### src/sv/mac_pkg.sv
// ----------------------------------------------------------------------------
// mac_pkg: shared types and constants for the moving-average crossover block
// Field widths, stream word layout and the direction codes.
// ----------------------------------------------------------------------------
package mac_pkg;

    // field widths
    localparam int SEQ_W   = 32;
    localparam int PRICE_W = 24;
    localparam int TS_W    = 32;

    // input word: seq_number, price, timestamp (88 bits, whole bytes)
    localparam int IN_TDATA_W = 88;

    // output word: order_seq, direction, order_price, order_timestamp (89 bits)
    localparam int OUT_USED_W  = SEQ_W + 1 + PRICE_W + TS_W;
    localparam int OUT_TDATA_W = 96;
    localparam int OUT_PAD_W   = OUT_TDATA_W - OUT_USED_W;

    // result queue
    localparam int FIFO_DEPTH = 8;
    localparam int FIFO_AW    = 3;
    localparam int FIFO_CW    = FIFO_AW + 1;

    // last emitted direction
    typedef enum logic [1:0] {
        DIR_NONE = 2'b00,
        DIR_BUY  = 2'b01,
        DIR_SELL = 2'b10
    } dir_t;

    // one queued result
    typedef struct packed {
        logic [TS_W-1:0]    order_timestamp;
        logic [PRICE_W-1:0] order_price;
        logic               direction;
        logic [SEQ_W-1:0]   order_seq;
    } order_t;

endpackage

### src/sv/moving_average_crossover.sv
// ----------------------------------------------------------------------------
// moving_average_crossover: short/long simple moving average crossover
//
// Usage:
//   s_axis carries one price word per handshake: seq_number [31:0],
//   price [55:32], timestamp [87:56]. m_axis carries one order word each
//   time the crossover direction changes: order_seq [31:0], direction [32]
//   (1 buy, 0 sell), order_price [56:33], order_timestamp [88:57].
//   Nothing comes out until LONG_LEN prices have been taken; after that the
//   first decision always comes out.
//   Throughput: one word per cycle while s_axis_tready stays high. The price
//   history sits in a LONG_LEN-entry memory written at the accept edge and
//   read at the same edge (oldest entry and the entry SHORT_LEN back); running
//   sums are updated in the following cycle.
//   Path to m_axis_tvalid: memory read, sum update, reciprocal multiply,
//   then direction compare and a write into the result queue.
//   Reset: fill count, write slot, sums and last direction clear at once;
//   the history memory is not cleared and needs no clearing pass.
//   Stall: results wait in an 8-entry queue; s_axis_tready drops only when
//   queued plus in-flight results fill it.
// ----------------------------------------------------------------------------
module moving_average_crossover #(
    parameter int SHORT_LEN = 4,
    parameter int LONG_LEN  = 16
) (
    input  logic                               clk,
    input  logic                               rst_n,
    // input word: seq_number[31:0], price[55:32], timestamp[87:56]
    input  logic [mac_pkg::IN_TDATA_W-1:0]     s_axis_tdata,
    input  logic                               s_axis_tvalid,
    output logic                               s_axis_tready,
    // output word: order_seq[31:0], direction[32], order_price[56:33],
    // order_timestamp[88:57], zero pad above
    output logic [mac_pkg::OUT_TDATA_W-1:0]    m_axis_tdata,
    output logic                               m_axis_tvalid,
    input  logic                               m_axis_tready
);

    localparam int PW        = mac_pkg::PRICE_W;
    localparam int ADDR_W    = $clog2(LONG_LEN);
    localparam int FILL_W    = $clog2(LONG_LEN + 1);
    localparam int SHORT_EFF = (SHORT_LEN < LONG_LEN) ? SHORT_LEN : LONG_LEN;
    localparam int LSUM_W    = PW + $clog2(LONG_LEN);
    localparam int SSUM_W    = PW + $clog2(SHORT_EFF);
    localparam int L_SHIFT   = LSUM_W + $clog2(LONG_LEN);
    localparam int S_SHIFT   = SSUM_W + $clog2(SHORT_LEN);
    localparam int L_PROD_W  = 2 * LSUM_W + 1;
    localparam int S_PROD_W  = 2 * SSUM_W + 1;
    localparam logic [63:0] L_RECIP_FULL =
        ((64'd1 << L_SHIFT) + 64'(LONG_LEN) - 64'd1) / 64'(LONG_LEN);
    localparam logic [63:0] S_RECIP_FULL =
        ((64'd1 << S_SHIFT) + 64'(SHORT_LEN) - 64'd1) / 64'(SHORT_LEN);
    localparam logic [LSUM_W:0] L_RECIP = L_RECIP_FULL[LSUM_W:0];
    localparam logic [SSUM_W:0] S_RECIP = S_RECIP_FULL[SSUM_W:0];

    // input word unpack
    logic                         in_acc;
    logic [mac_pkg::SEQ_W-1:0]    seq_in;
    logic [PW-1:0]                price_in;
    logic [mac_pkg::TS_W-1:0]     ts_in;

    assign in_acc   = s_axis_tvalid && s_axis_tready;
    assign seq_in   = s_axis_tdata[31:0];
    assign price_in = s_axis_tdata[55:32];
    assign ts_in    = s_axis_tdata[87:56];

    // write slot and fill count
    logic [ADDR_W-1:0] wr_ptr_reg, wr_ptr_next;
    logic [FILL_W-1:0] fill_reg, fill_next;
    logic [ADDR_W:0]   short_sum_addr;
    logic [ADDR_W-1:0] short_addr;

    always_comb
    begin
        wr_ptr_next = wr_ptr_reg;
        fill_next   = fill_reg;
        if (in_acc)
        begin
            if (wr_ptr_reg == ADDR_W'(LONG_LEN - 1))
                wr_ptr_next = '0;
            else
                wr_ptr_next = wr_ptr_reg + 1'b1;
            if (fill_reg != FILL_W'(LONG_LEN))
                fill_next = fill_reg + 1'b1;
        end
    end

    // slot written SHORT_EFF words ago (modulo LONG_LEN)
    always_comb
    begin
        short_sum_addr = {1'b0, wr_ptr_reg} + (ADDR_W + 1)'(LONG_LEN - SHORT_EFF);
        if (short_sum_addr >= (ADDR_W + 1)'(LONG_LEN))
            short_sum_addr = short_sum_addr - (ADDR_W + 1)'(LONG_LEN);
        short_addr = short_sum_addr[ADDR_W-1:0];
    end

    always_ff @(posedge clk or negedge rst_n)
    begin
        if (!rst_n)
        begin
            wr_ptr_reg <= '0;
            fill_reg   <= '0;
        end
        else
        begin
            wr_ptr_reg <= wr_ptr_next;
            fill_reg   <= fill_next;
        end
    end

    // price history: write new price, read evicted and short-window tail
    logic [PW-1:0] hist_mem [LONG_LEN];
    logic [PW-1:0] evict_rd_reg;
    logic [PW-1:0] short_rd_reg;

    always_ff @(posedge clk)
    begin
        if (in_acc)
        begin
            hist_mem[wr_ptr_reg] <= price_in;
            evict_rd_reg         <= hist_mem[wr_ptr_reg];
            short_rd_reg         <= hist_mem[short_addr];
        end
    end

    // stage 1: word after memory read
    logic                      s1_valid_reg;
    logic                      s1_decide_reg;
    logic                      s1_long_full_reg;
    logic                      s1_short_full_reg;
    logic [mac_pkg::SEQ_W-1:0] s1_seq_reg;
    logic [PW-1:0]             s1_price_reg;
    logic [mac_pkg::TS_W-1:0]  s1_ts_reg;

    always_ff @(posedge clk or negedge rst_n)
    begin
        if (!rst_n)
        begin
            s1_valid_reg      <= 1'b0;
            s1_decide_reg     <= 1'b0;
            s1_long_full_reg  <= 1'b0;
            s1_short_full_reg <= 1'b0;
        end
        else
        begin
            s1_valid_reg      <= in_acc;
            s1_decide_reg     <= in_acc && (fill_next == FILL_W'(LONG_LEN));
            s1_long_full_reg  <= (fill_reg == FILL_W'(LONG_LEN));
            s1_short_full_reg <= (fill_reg >= FILL_W'(SHORT_EFF));
        end
    end

    always_ff @(posedge clk)
    begin
        if (in_acc)
        begin
            s1_seq_reg   <= seq_in;
            s1_price_reg <= price_in;
            s1_ts_reg    <= ts_in;
        end
    end

    // running sums: add newest, drop the one leaving each window
    logic [LSUM_W-1:0] long_sum_reg, long_sum_next;
    logic [SSUM_W-1:0] short_sum_reg, short_sum_next;

    always_comb
    begin
        long_sum_next  = long_sum_reg;
        short_sum_next = short_sum_reg;
        if (s1_valid_reg)
        begin
            long_sum_next = long_sum_reg + LSUM_W'(s1_price_reg)
                          - (s1_long_full_reg ? LSUM_W'(evict_rd_reg) : '0);
            short_sum_next = short_sum_reg + SSUM_W'(s1_price_reg)
                           - (s1_short_full_reg ? SSUM_W'(short_rd_reg) : '0);
        end
    end

    always_ff @(posedge clk or negedge rst_n)
    begin
        if (!rst_n)
        begin
            long_sum_reg  <= '0;
            short_sum_reg <= '0;
        end
        else
        begin
            long_sum_reg  <= long_sum_next;
            short_sum_reg <= short_sum_next;
        end
    end

    // stage 2: sums valid for a deciding word
    logic                      s2_valid_reg;
    logic [mac_pkg::SEQ_W-1:0] s2_seq_reg;
    logic [PW-1:0]             s2_price_reg;
    logic [mac_pkg::TS_W-1:0]  s2_ts_reg;

    always_ff @(posedge clk or negedge rst_n)
    begin
        if (!rst_n)
            s2_valid_reg <= 1'b0;
        else
            s2_valid_reg <= s1_valid_reg && s1_decide_reg;
    end

    always_ff @(posedge clk)
    begin
        if (s1_valid_reg)
        begin
            s2_seq_reg   <= s1_seq_reg;
            s2_price_reg <= s1_price_reg;
            s2_ts_reg    <= s1_ts_reg;
        end
    end

    // stage 3: floor averages by reciprocal multiply
    logic [L_PROD_W-1:0]       long_prod;
    logic [S_PROD_W-1:0]       short_prod;
    logic                      s3_valid_reg;
    logic [PW-1:0]             q_long_reg;
    logic [PW-1:0]             q_short_reg;
    logic [mac_pkg::SEQ_W-1:0] s3_seq_reg;
    logic [PW-1:0]             s3_price_reg;
    logic [mac_pkg::TS_W-1:0]  s3_ts_reg;

    assign long_prod  = L_PROD_W'(long_sum_reg) * L_PROD_W'(L_RECIP);
    assign short_prod = S_PROD_W'(short_sum_reg) * S_PROD_W'(S_RECIP);

    always_ff @(posedge clk or negedge rst_n)
    begin
        if (!rst_n)
            s3_valid_reg <= 1'b0;
        else
            s3_valid_reg <= s2_valid_reg;
    end

    always_ff @(posedge clk)
    begin
        if (s2_valid_reg)
        begin
            q_long_reg   <= PW'(long_prod >> L_SHIFT);
            q_short_reg  <= PW'(short_prod >> S_SHIFT);
            s3_seq_reg   <= s2_seq_reg;
            s3_price_reg <= s2_price_reg;
            s3_ts_reg    <= s2_ts_reg;
        end
    end

    // stage 4: direction, emit on change
    mac_pkg::dir_t   prev_dir_reg;
    mac_pkg::dir_t   new_dir;
    logic            push;
    mac_pkg::order_t push_word;

    assign new_dir = (q_short_reg > q_long_reg) ? mac_pkg::DIR_BUY : mac_pkg::DIR_SELL;
    assign push    = s3_valid_reg && (new_dir != prev_dir_reg);

    always_comb
    begin
        push_word.order_seq       = s3_seq_reg;
        push_word.direction       = (new_dir == mac_pkg::DIR_BUY);
        push_word.order_price     = s3_price_reg;
        push_word.order_timestamp = s3_ts_reg;
    end

    always_ff @(posedge clk or negedge rst_n)
    begin
        if (!rst_n)
            prev_dir_reg <= mac_pkg::DIR_NONE;
        else if (push)
            prev_dir_reg <= new_dir;
    end

    // result queue
    mac_pkg::order_t             fifo_mem [mac_pkg::FIFO_DEPTH];
    logic [mac_pkg::FIFO_AW-1:0] fifo_wr_reg;
    logic [mac_pkg::FIFO_AW-1:0] fifo_rd_reg;
    logic [mac_pkg::FIFO_CW-1:0] fifo_count_reg;
    logic                        pop;
    mac_pkg::order_t             head;
    logic [1:0]                  inflight;
    logic [mac_pkg::FIFO_CW:0]   reserved;

    assign pop  = m_axis_tvalid && m_axis_tready;
    assign head = fifo_mem[fifo_rd_reg];

    always_ff @(posedge clk)
    begin
        if (push)
            fifo_mem[fifo_wr_reg] <= push_word;
    end

    always_ff @(posedge clk or negedge rst_n)
    begin
        if (!rst_n)
        begin
            fifo_wr_reg    <= '0;
            fifo_rd_reg    <= '0;
            fifo_count_reg <= '0;
        end
        else
        begin
            if (push)
                fifo_wr_reg <= fifo_wr_reg + 1'b1;
            if (pop)
                fifo_rd_reg <= fifo_rd_reg + 1'b1;
            case ({push, pop})
                2'b10:   fifo_count_reg <= fifo_count_reg + 1'b1;
                2'b01:   fifo_count_reg <= fifo_count_reg - 1'b1;
                default: fifo_count_reg <= fifo_count_reg;
            endcase
        end
    end

    // input ready: room for every word that may still produce a result
    assign inflight = 2'(s1_valid_reg && s1_decide_reg) + 2'(s2_valid_reg)
                    + 2'(s3_valid_reg);
    assign reserved = (mac_pkg::FIFO_CW + 1)'(fifo_count_reg)
                    + (mac_pkg::FIFO_CW + 1)'(inflight);
    assign s_axis_tready = (reserved < (mac_pkg::FIFO_CW + 1)'(mac_pkg::FIFO_DEPTH));

    // output word
    assign m_axis_tvalid = (fifo_count_reg != '0);
    assign m_axis_tdata  = {{mac_pkg::OUT_PAD_W{1'b0}}, head.order_timestamp,
                            head.order_price, head.direction, head.order_seq};

    // assertions
    a_fifo_no_overflow: assert property (@(posedge clk) disable iff (!rst_n)
        push |-> (fifo_count_reg != mac_pkg::FIFO_CW'(mac_pkg::FIFO_DEPTH)) || pop)
        else $error("result queue overflow");

    a_reserve_bound: assert property (@(posedge clk) disable iff (!rst_n)
        reserved <= (mac_pkg::FIFO_CW + 1)'(mac_pkg::FIFO_DEPTH))
        else $error("queued plus in-flight results exceed queue depth");

    a_no_output_in_warmup: assert property (@(posedge clk) disable iff (!rst_n)
        m_axis_tvalid |-> (fill_reg == FILL_W'(LONG_LEN)))
        else $error("result before history filled");

    a_fill_saturates: assert property (@(posedge clk) disable iff (!rst_n)
        (fill_reg == FILL_W'(LONG_LEN)) |=> (fill_reg == FILL_W'(LONG_LEN)))
        else $error("fill count left saturation");

    a_push_changes_dir: assert property (@(posedge clk) disable iff (!rst_n)
        push |=> (prev_dir_reg != mac_pkg::DIR_NONE) && !$stable(prev_dir_reg))
        else $error("emitted word did not change direction");

endmodule

### config.mk
export PLATFORM = sky130hd
export DESIGN_NAME = moving_average_crossover
export DESIGN_NICKNAME = d
export VERILOG_FILES = /design/src/sv/mac_pkg.sv /design/src/sv/moving_average_crossover.sv
export SDC_FILE = /design/constraint.sdc
export NUM_CORES = 2
export LEC_CHECK = 0
export BUFFER_PORTS_ARGS = -buffer_cell sky130_fd_sc_hd__clkbuf_2
export CAP_MARGIN = 0
export CORE_UTILIZATION = 40
export DETAILED_ROUTE_END_ITERATION = 8
export PLACE_DENSITY = 0.54
export SYNTH_ARGS = -nofsm -noshare
export SYNTH_HDL_FRONTEND = slang
export SYNTH_SLANG_ARGS = --single-unit
export TNS_END_PERCENT = 30
### constraint.sdc
create_clock -name clk -period 12.1 [get_ports clk]
set_input_delay 1.21 -clock clk [delete_from_list [all_inputs] [get_ports clk]]
set_output_delay 1.21 -clock clk [all_outputs]
set_load 0.02 [all_outputs]
After elaboration in Yosys (flattened, before gate mapping)
Memories as Yosys holds them, arrays and structs flattened. A register that Yosys moved wholly into a read port is not among the register bits.
Index checks and enable logic that the tools add are counted.
W data, S select, Z words.
{"block": "totals", "register_bits": 393, "latchBits": 0, "ramBits": 1096, "mem_bits_ro": 0, "input_bits": 92, "output_inout_bits": 98, "word_cells": 73, "mem_count": 2}
{"block": "op_classes", "addsub": 15, "multipliers": 0, "n_div": 0, "order_cmp": 4, "n_eq_ne": 8, "shift": 0, "n_mux": 12, "bitwise_logic": 0, "n_reduce_logical": 7}
{"memory": "fifo_mem", "words": 8, "word_bits": 89, "rd": 1, "rd_ports_with_merged_regs": 0, "write_ports": 1, "line": "moving_average_crossover.sv:277", "rtl": "mac_pkg::order_t fifo_mem [mac_pkg::FIFO_DEPTH];"}
{"memory": "hist_mem", "words": 16, "word_bits": 24, "rd": 2, "rd_ports_with_merged_regs": 2, "write_ports": 1, "line": "moving_average_crossover.sv:112", "rtl": "logic [PW-1:0] hist_mem [LONG_LEN];"}
{"op": "$mux W24", "n": 2}
{"op": "$add A28 B24 Y28", "n": 1}
{"op": "$sub A28 B24 Y28", "n": 1}
{"op": "$add A26 B24 Y26", "n": 1}
{"op": "$sub A26 B24 Y26", "n": 1}
{"op": "$gt A24 B24 Y1", "n": 1}
{"op": "$eq A5 B5 Y1 const B", "n": 2}
{"op": "$mux W5", "n": 2}
{"op": "$add A4 B1 Y4 const B", "n": 2}
{"op": "$mux W4", "n": 2}
{"op": "$pmux W4 S2", "n": 1}
{"op": "$sub A4 B1 Y4 const B", "n": 2}
{"op": "$add A3 B1 Y3 const B", "n": 2}
{"op": "$add A4 B2 Y5", "n": 1}
{"op": "$add A4 B4 Y5 const B", "n": 1}
{"op": "$add A5 B1 Y5 const B", "n": 1}
{"op": "$ge A5 B3 Y1 const B", "n": 1}
{"op": "$ge A5 B5 Y1 const B", "n": 1}
{"op": "$logic_and A1 B1 Y1", "n": 5}
{"op": "$lt A5 B4 Y1 const B", "n": 1}
{"op": "$ne A5 B5 Y1 const B", "n": 1}
{"op": "$eq A2 B1 Y1 const B", "n": 2}
{"op": "$eq A4 B4 Y1 const B", "n": 1}
{"op": "$mux W1", "n": 4}
{"op": "other kinds (7)", "n": 7}

Longest topological paths before layout
{"block": "logic_depth", "ltp_word": 9, "depth_mapped": 18, "depth_no_buf": 18}

Least setup slack after synthesis
OpenSTA, ideal clock, no wires.
{"block": "synth_path", "path_kind": "register to register", "start": "register q_short_reg[21]", "end": "memory fifo_mem[0][0] (netlist name), enable pin", "setup_ns": 0.755, "t_arrival_ns": 10.376, "required_ns": 11.345, "setup_slack_ns": 0.969, "path_stages_with_launch": 11, "n_path_buf": 0, "synth_period_minus_slack_ns": 11.131, "path_cell_list": "edfxtp_1 -> ha_1 -> a21o_1 -> a21o_1 -> a21oi_1 -> o21ai_0 -> a21oi_1 -> a22o_1 -> mux2i_1 -> nand2_1 -> nor4_1"}
{"block": "synth_via", "elab_chain_len": 6}
{"element": "from (decl)", "line": "moving_average_crossover.sv:223", "rtl": "logic [PW-1:0] q_short_reg;"}
{"element": "from (signal assigned)", "line": "moving_average_crossover.sv:244", "rtl": "q_short_reg <= PW'(short_prod >> S_SHIFT);"}
{"element": "$gt A24 B24 Y1", "line": "moving_average_crossover.sv:257", "rtl": "assign new_dir = (q_short_reg > q_long_reg) ? mac_pkg::DIR_BUY : mac_pkg::DIR_SELL;"}
{"element": "$mux W2", "line": "moving_average_crossover.sv:257"}
{"element": "$ne A2 B2 Y1", "line": "moving_average_crossover.sv:258", "rtl": "assign push = s3_valid_reg && (new_dir != prev_dir_reg);"}
{"element": "$logic_and A1 B1 Y1", "line": "moving_average_crossover.sv:258"}
{"element": "$mux W1", "line": "moving_average_crossover.sv:291", "rtl": "if (push)"}
{"element": "$mux W1 (implied by the code)", "line": "moving_average_crossover.sv:292", "rtl": "fifo_mem[fifo_wr_reg] <= push_word;"}
{"element": "to (decl)", "line": "moving_average_crossover.sv:277"}
No other way between the ends.

Final worst setup path
{"block": "layout_path", "start": "register fifo_rd_reg[1] (netlist name)", "end": "output m_axis_tdata[33] (netlist name)"}
{"block": "layout_via", "elab_chain_len": 1}
{"element": "from (decl)", "line": "moving_average_crossover.sv:279", "rtl": "logic [mac_pkg::FIFO_AW-1:0] fifo_rd_reg;"}
{"element": "from (signal assigned)", "line": "moving_average_crossover.sv:308", "rtl": "fifo_rd_reg <= fifo_rd_reg + 1'b1;"}
{"element": "$mem_v2 Z8 W89"}
{"element": "to (decl)", "line": "moving_average_crossover.sv:34", "rtl": "output logic [mac_pkg::OUT_TDATA_W-1:0] m_axis_tdata,"}
No other way between the ends.

==> results.md <==
Outcome:
- The flow ran to the end, and the final reports show no timing, DRC or antenna violations.

Layout:
- The area growth from synthesis to final layout is 14.7%.
- The flip-flop count of the largest register, all copies and words added is ~700.
- The layout cell share with drive strength beyond 1 is 0.273.
- The largest registers in the layout are fifo_mem x712, hist_mem x384.
- For this run, the post-layout net count is approximately 3500.
- The register containing the most flip-flops in the final layout is fifo_mem.

Routing:
- In the detailed route, the total length drawn on met2 is between 60000 and 70000 um.
- Once detail routing completed, the nets flagged for antenna violations numbered 0.
- In this run, the number of DRC markers left after iteration 0 of detailed routing was 2056.
- The routed length on met3 is 7510 um.
- The uppermost metal layer occupied by signal nets is met5.
- The via count of the routed design is around 28000.
- The detailed router put a total of between 50000 and 60000 um of wire on met1.
- The total routed wirelength is between 100000 and 150000 um.
- The routed via count divided by cell count is 5.21.
- For this run, design rule violations remaining after detail routing come to 0.
- The detailed-router iteration count before antenna repair is 5.
- After detailed routing, the average wire length per cell comes to between 20 and 30 um.

Clock tree:
- The clock root buffer master is sky130_fd_sc_hd__clkbuf_16.
- The clock tree from TritonCTS is done.
- The H-tree generated during clock tree synthesis spans 4 levels.
- Buffers added to address setup during post-CTS repair amount to 0.
- The number of CTS-inserted buffers is 161.
- In this run, post-CTS repair resized a total of 0 instances.
- Hold repair after CTS inserted 0 buffers.
- The longest clock path from root to sink contains 3 buffers.
- The clock input transition at the sequential cells of the worst setup and hold paths is roughly 0.06 ns.
- The number of clock sinks is ~1500.
- The later-pin clock latency in the skew report is roughly 0.80 ns.

Pwr:
- Across the VDD grid, the largest voltage drop is approximately 0.17 mV.
- Summed over all cells, the static leakage comes to 23.6 nW.
- The total chip power is 17.5 mW.
- Power spread over the standard cell area amounts to between 200 and 300 nW/um^2.

Placed design:
- Detailed placement finished with a half-perimeter wire length of around 84000 um.
- The placer's final routability congestion estimate is between 0.8 and 0.9.
- The quantity of I/O buffers inserted on ports is 182.
- The worst slack after detailed placement is between 6 and 7 ns.

Synth:
- The commonest cells after synthesis are sky130_fd_sc_hd__edfxtp_1 (1456), sky130_fd_sc_hd__mux4_2 (322), sky130_fd_sc_hd__inv_1 (223).
- The cell type with the largest total area after synthesis is sky130_fd_sc_hd__edfxtp_1.
- After synthesis, the share of flip-flops with an asynchronous set or reset is 0.0527.
- The most frequent cell after synthesis is sky130_fd_sc_hd__edfxtp_1.
- Synthesis produced a netlist whose cell count is around 3000.
- The xor/xnor cell area share of the yosys netlist is 0.00778.
- Averaged over all synthesized cells, the footprint is just over 20 um^2.
- The count of warnings emitted by yosys is 0.
- The flip-flop and latch count after synthesis is 1537.
- Of the total synthesized cell area, the portion taken by AND, OR, NAND and NOR gates is 0.0207.
- After synthesis the cells add up to around 60000 um^2.
- The netlist uses 62 different library cells.
- By area, the combinational part of the netlist is dominated by multiplexers.
- The area share of the leading cell type in the synthesized netlist is 0.720.
- The most instantiated flip-flop cell in the synthesis netlist is sky130_fd_sc_hd__edfxtp_1.
- By area the synthesized netlist is led by sky130_fd_sc_hd__edfxtp_1 (72%), sky130_fd_sc_hd__mux4_2 (12%), sky130_fd_sc_hd__dfrtp_1 (3.3%).
- After synthesis, the share of cell area in mux cells is 0.139.
- Counting flops with a built-in enable in the synthesized netlist gives roughly 1500.
- The compound-gate portion of the synthesized area is 0.0223.
- The share of the Yosys chip area taken by registers is 0.753.
- The fraction of the mapped netlist area in adder cells is 0.0358.

GRT:
- The number of global-route vias before repair is 30000.
- In the global route stage, overall resource usage came out at 0.182.
- The first-pass GRT wire length is a little over 200000 um.
- The initial antenna violation count is 7.
- After global routing the overflow that remains totals 0.
- The maximum number of pins on one net before global-route repair is roughly 100.

Timing:
- The total setup violations reported at the end of the flow is 0.
- Setup repair after global routing left no endpoint under its margin.
- The final worst-path setup slack is 6.34 ns.
- For this run, the top clock speed supported by timing is between 0.15 and 0.2 GHz.
- Counting I/O delays and the setup requirement, the final critical path takes around 5.8 ns.
- The transition time at the pin with the least slew margin is roughly 1.4 ns.
- The worst pin sits at a relative slew slack of 0.0994.
- The clock arrives with between 0.05 and 0.06 ns of skew.
- The number of hold-slack violations in the final timing report came to 0.
- The number of pins exceeding their max-slew limit in the final report was 0.
- In the finished design, the share of the clock period the worst path needs comes to 0.476.
- The total negative slack for setup checks is 0 ns.

Die:
- The initial cell density of the core is 0.404.
- The count of pins on the block boundary is 190.
- The floorplan die height is 392 um.
- The core box area is around 150000 um^2.
- The horizontal extent of the die is between 300 and 400 um.
- The number of cell rows is between 100 and 150.
- The floorplan step defined a die boundary enclosing 153000 um^2.

Flow run:
- Across the run, the number of max-cap violations was 0.

Worst setup path:
- STA classifies the critical path startpoint as a flip-flop.
- The worst setup path is of the reg -> out kind.
- The worst reg2reg path endpoint is s1_decide_reg.
- The critical path endpoint category is a primary output.
- Setup slack on the worst reg-to-reg path comes out at 6.95 ns.
- At the worst endpoint, the required time is 10.89 ns.
- The arrival time reported for the critical path endpoint is 4.55 ns.
- Along the worst path, the maximum fanout reaches 71.
- The worst register-to-register path begins at s1_valid_reg.
- The worst-case reg-to-reg path depth is 12.

Min path:
- Counting instances, the worst hold path has a depth of 0.
- The path with the worst hold slack has its endpoint at s3_ts_reg[27].
- The class of the tightest hold or removal check is reg -> reg.
- The launch point of the worst hold path is s2_ts_reg[27].
where the power goes:
| group | leakage, nW | switching (mW) | internal [mW] | total, mW |
|---|---|---|---|---|
| Sequential | 14.2 | 0.387 | 6.35 | 6.73 |
| Clock | 2.58 | 2.11 | 2.87 | 4.98 |
| Combinational | 6.87 | 3.28 | 2.54 | 5.82 |
cells in the final DEF (no fill, tap or decap), types with 17 or more instances in the layout:
cell                        instances
sky130_fd_sc_hd__and2_1            50
sky130_fd_sc_hd__clkbuf_16        164
sky130_fd_sc_hd__a21oi_1           58
sky130_fd_sc_hd__mux2_2            93
sky130_fd_sc_hd__ha_1              94
sky130_fd_sc_hd__a21o_1            35
sky130_fd_sc_hd__buf_4             44
sky130_fd_sc_hd__clkinv_2          24
sky130_fd_sc_hd__inv_1            222
sky130_fd_sc_hd__xor2_1            19
sky130_fd_sc_hd__nand3_1           17
sky130_fd_sc_hd__xnor2_1           35
sky130_fd_sc_hd__clkbuf_1          32
sky130_fd_sc_hd__edfxtp_1        1456
sky130_fd_sc_hd__fa_1              50
sky130_fd_sc_hd__clkinv_1          29
sky130_fd_sc_hd__dfrtp_1           73
sky130_fd_sc_hd__clkbuf_2         181
sky130_fd_sc_hd__o21ai_0           59
sky130_fd_sc_hd__nand2_1           76
sky130_fd_sc_hd__mux4_2           322
sky130_fd_sc_hd__nor2_1            26
per-stage QoR:
stage | hold slack (ns) | instance area (um^2) | utilization | instances
after floorplan | 0.400 | 60800 | - | 2970
after global placement | 0.400 | 64200 | 0.427 | 5101
after detailed placement | 0.405 | 64200 | 0.427 | 5102
after CTS | 0.382 | 69600 | 0.463 | 5400
after global routing | 0.389 | 69700 | 0.463 | 5401
final | 0.386 | 69700 | 0.463 | 5402
critical path, cell delays in order, from the launching register on:
cell and delay, ns:
sky130_fd_sc_hd__dfrtp_4 0.86, sky130_fd_sc_hd__buf_4 0.96, sky130_fd_sc_hd__buf_4 0.94, sky130_fd_sc_hd__mux4_2 0.42
sky130_fd_sc_hd__mux2_2 0.30, sky130_fd_sc_hd__clkbuf_2 0.16
routing by layer:
| metal | global-route usage | vias up |
|---|---|---|
| met5 | 0 | - |
| met4 | 0.0557 | 6 |
| met3 | 0.0366 | 196 |
| met2 | 0.309 | 704 |
| met1 | 0.236 | 14900 |
| li1 | - | 12400 |
how the worst max path moves through the flow:
| stage | start | endpoint | slack [ns] |
|---|---|---|---|
| 6_report | fifo_rd_reg[1] | m_axis_tdata[33] | 6.34 |
| 5_1_grt | fifo_rd_reg[1] | m_axis_tdata[36] | 6.10 |
| 4_1_cts | fifo_rd_reg[1] | m_axis_tdata[32] | 6.19 |
| 3_5_place_dp | s1_valid_reg | s1_decide_reg | 6.90 |
| 3_3_place_gp | q_long_reg[1] | fifo_mem[5][87] | 6.97 |
| 2_1_floorplan | q_short_reg[21] | fifo_mem[0][0] | 0.97 |
area by class of cell:
class                      count  area [um^2]
multi-input combinational   1097        13800
inverter                     225          850
clock inverter               101         1190
fill                       12600        80600
tap                         2016         2520
antenna                        1         2.50
sequential                  1537        45800
timing repair buffer         228         1300
clock buffer                 197         4240
cell families (layout without fill, tap and decap cells):
| logic type | after synthesis | after routing |
|---|---|---|
| flops | 1537 | 1537 |
| other cells | 1 | 8 |
| buf+inv | 336 | 751 |
| mux | 429 | 429 |
| xor+xnor | 54 | 54 |
| fa+ha+maj | 144 | 144 |
| compound gates | 214 | 214 |
| simple gates | 249 | 249 |
No activity file was read; power rests on OpenSTA's default activity.
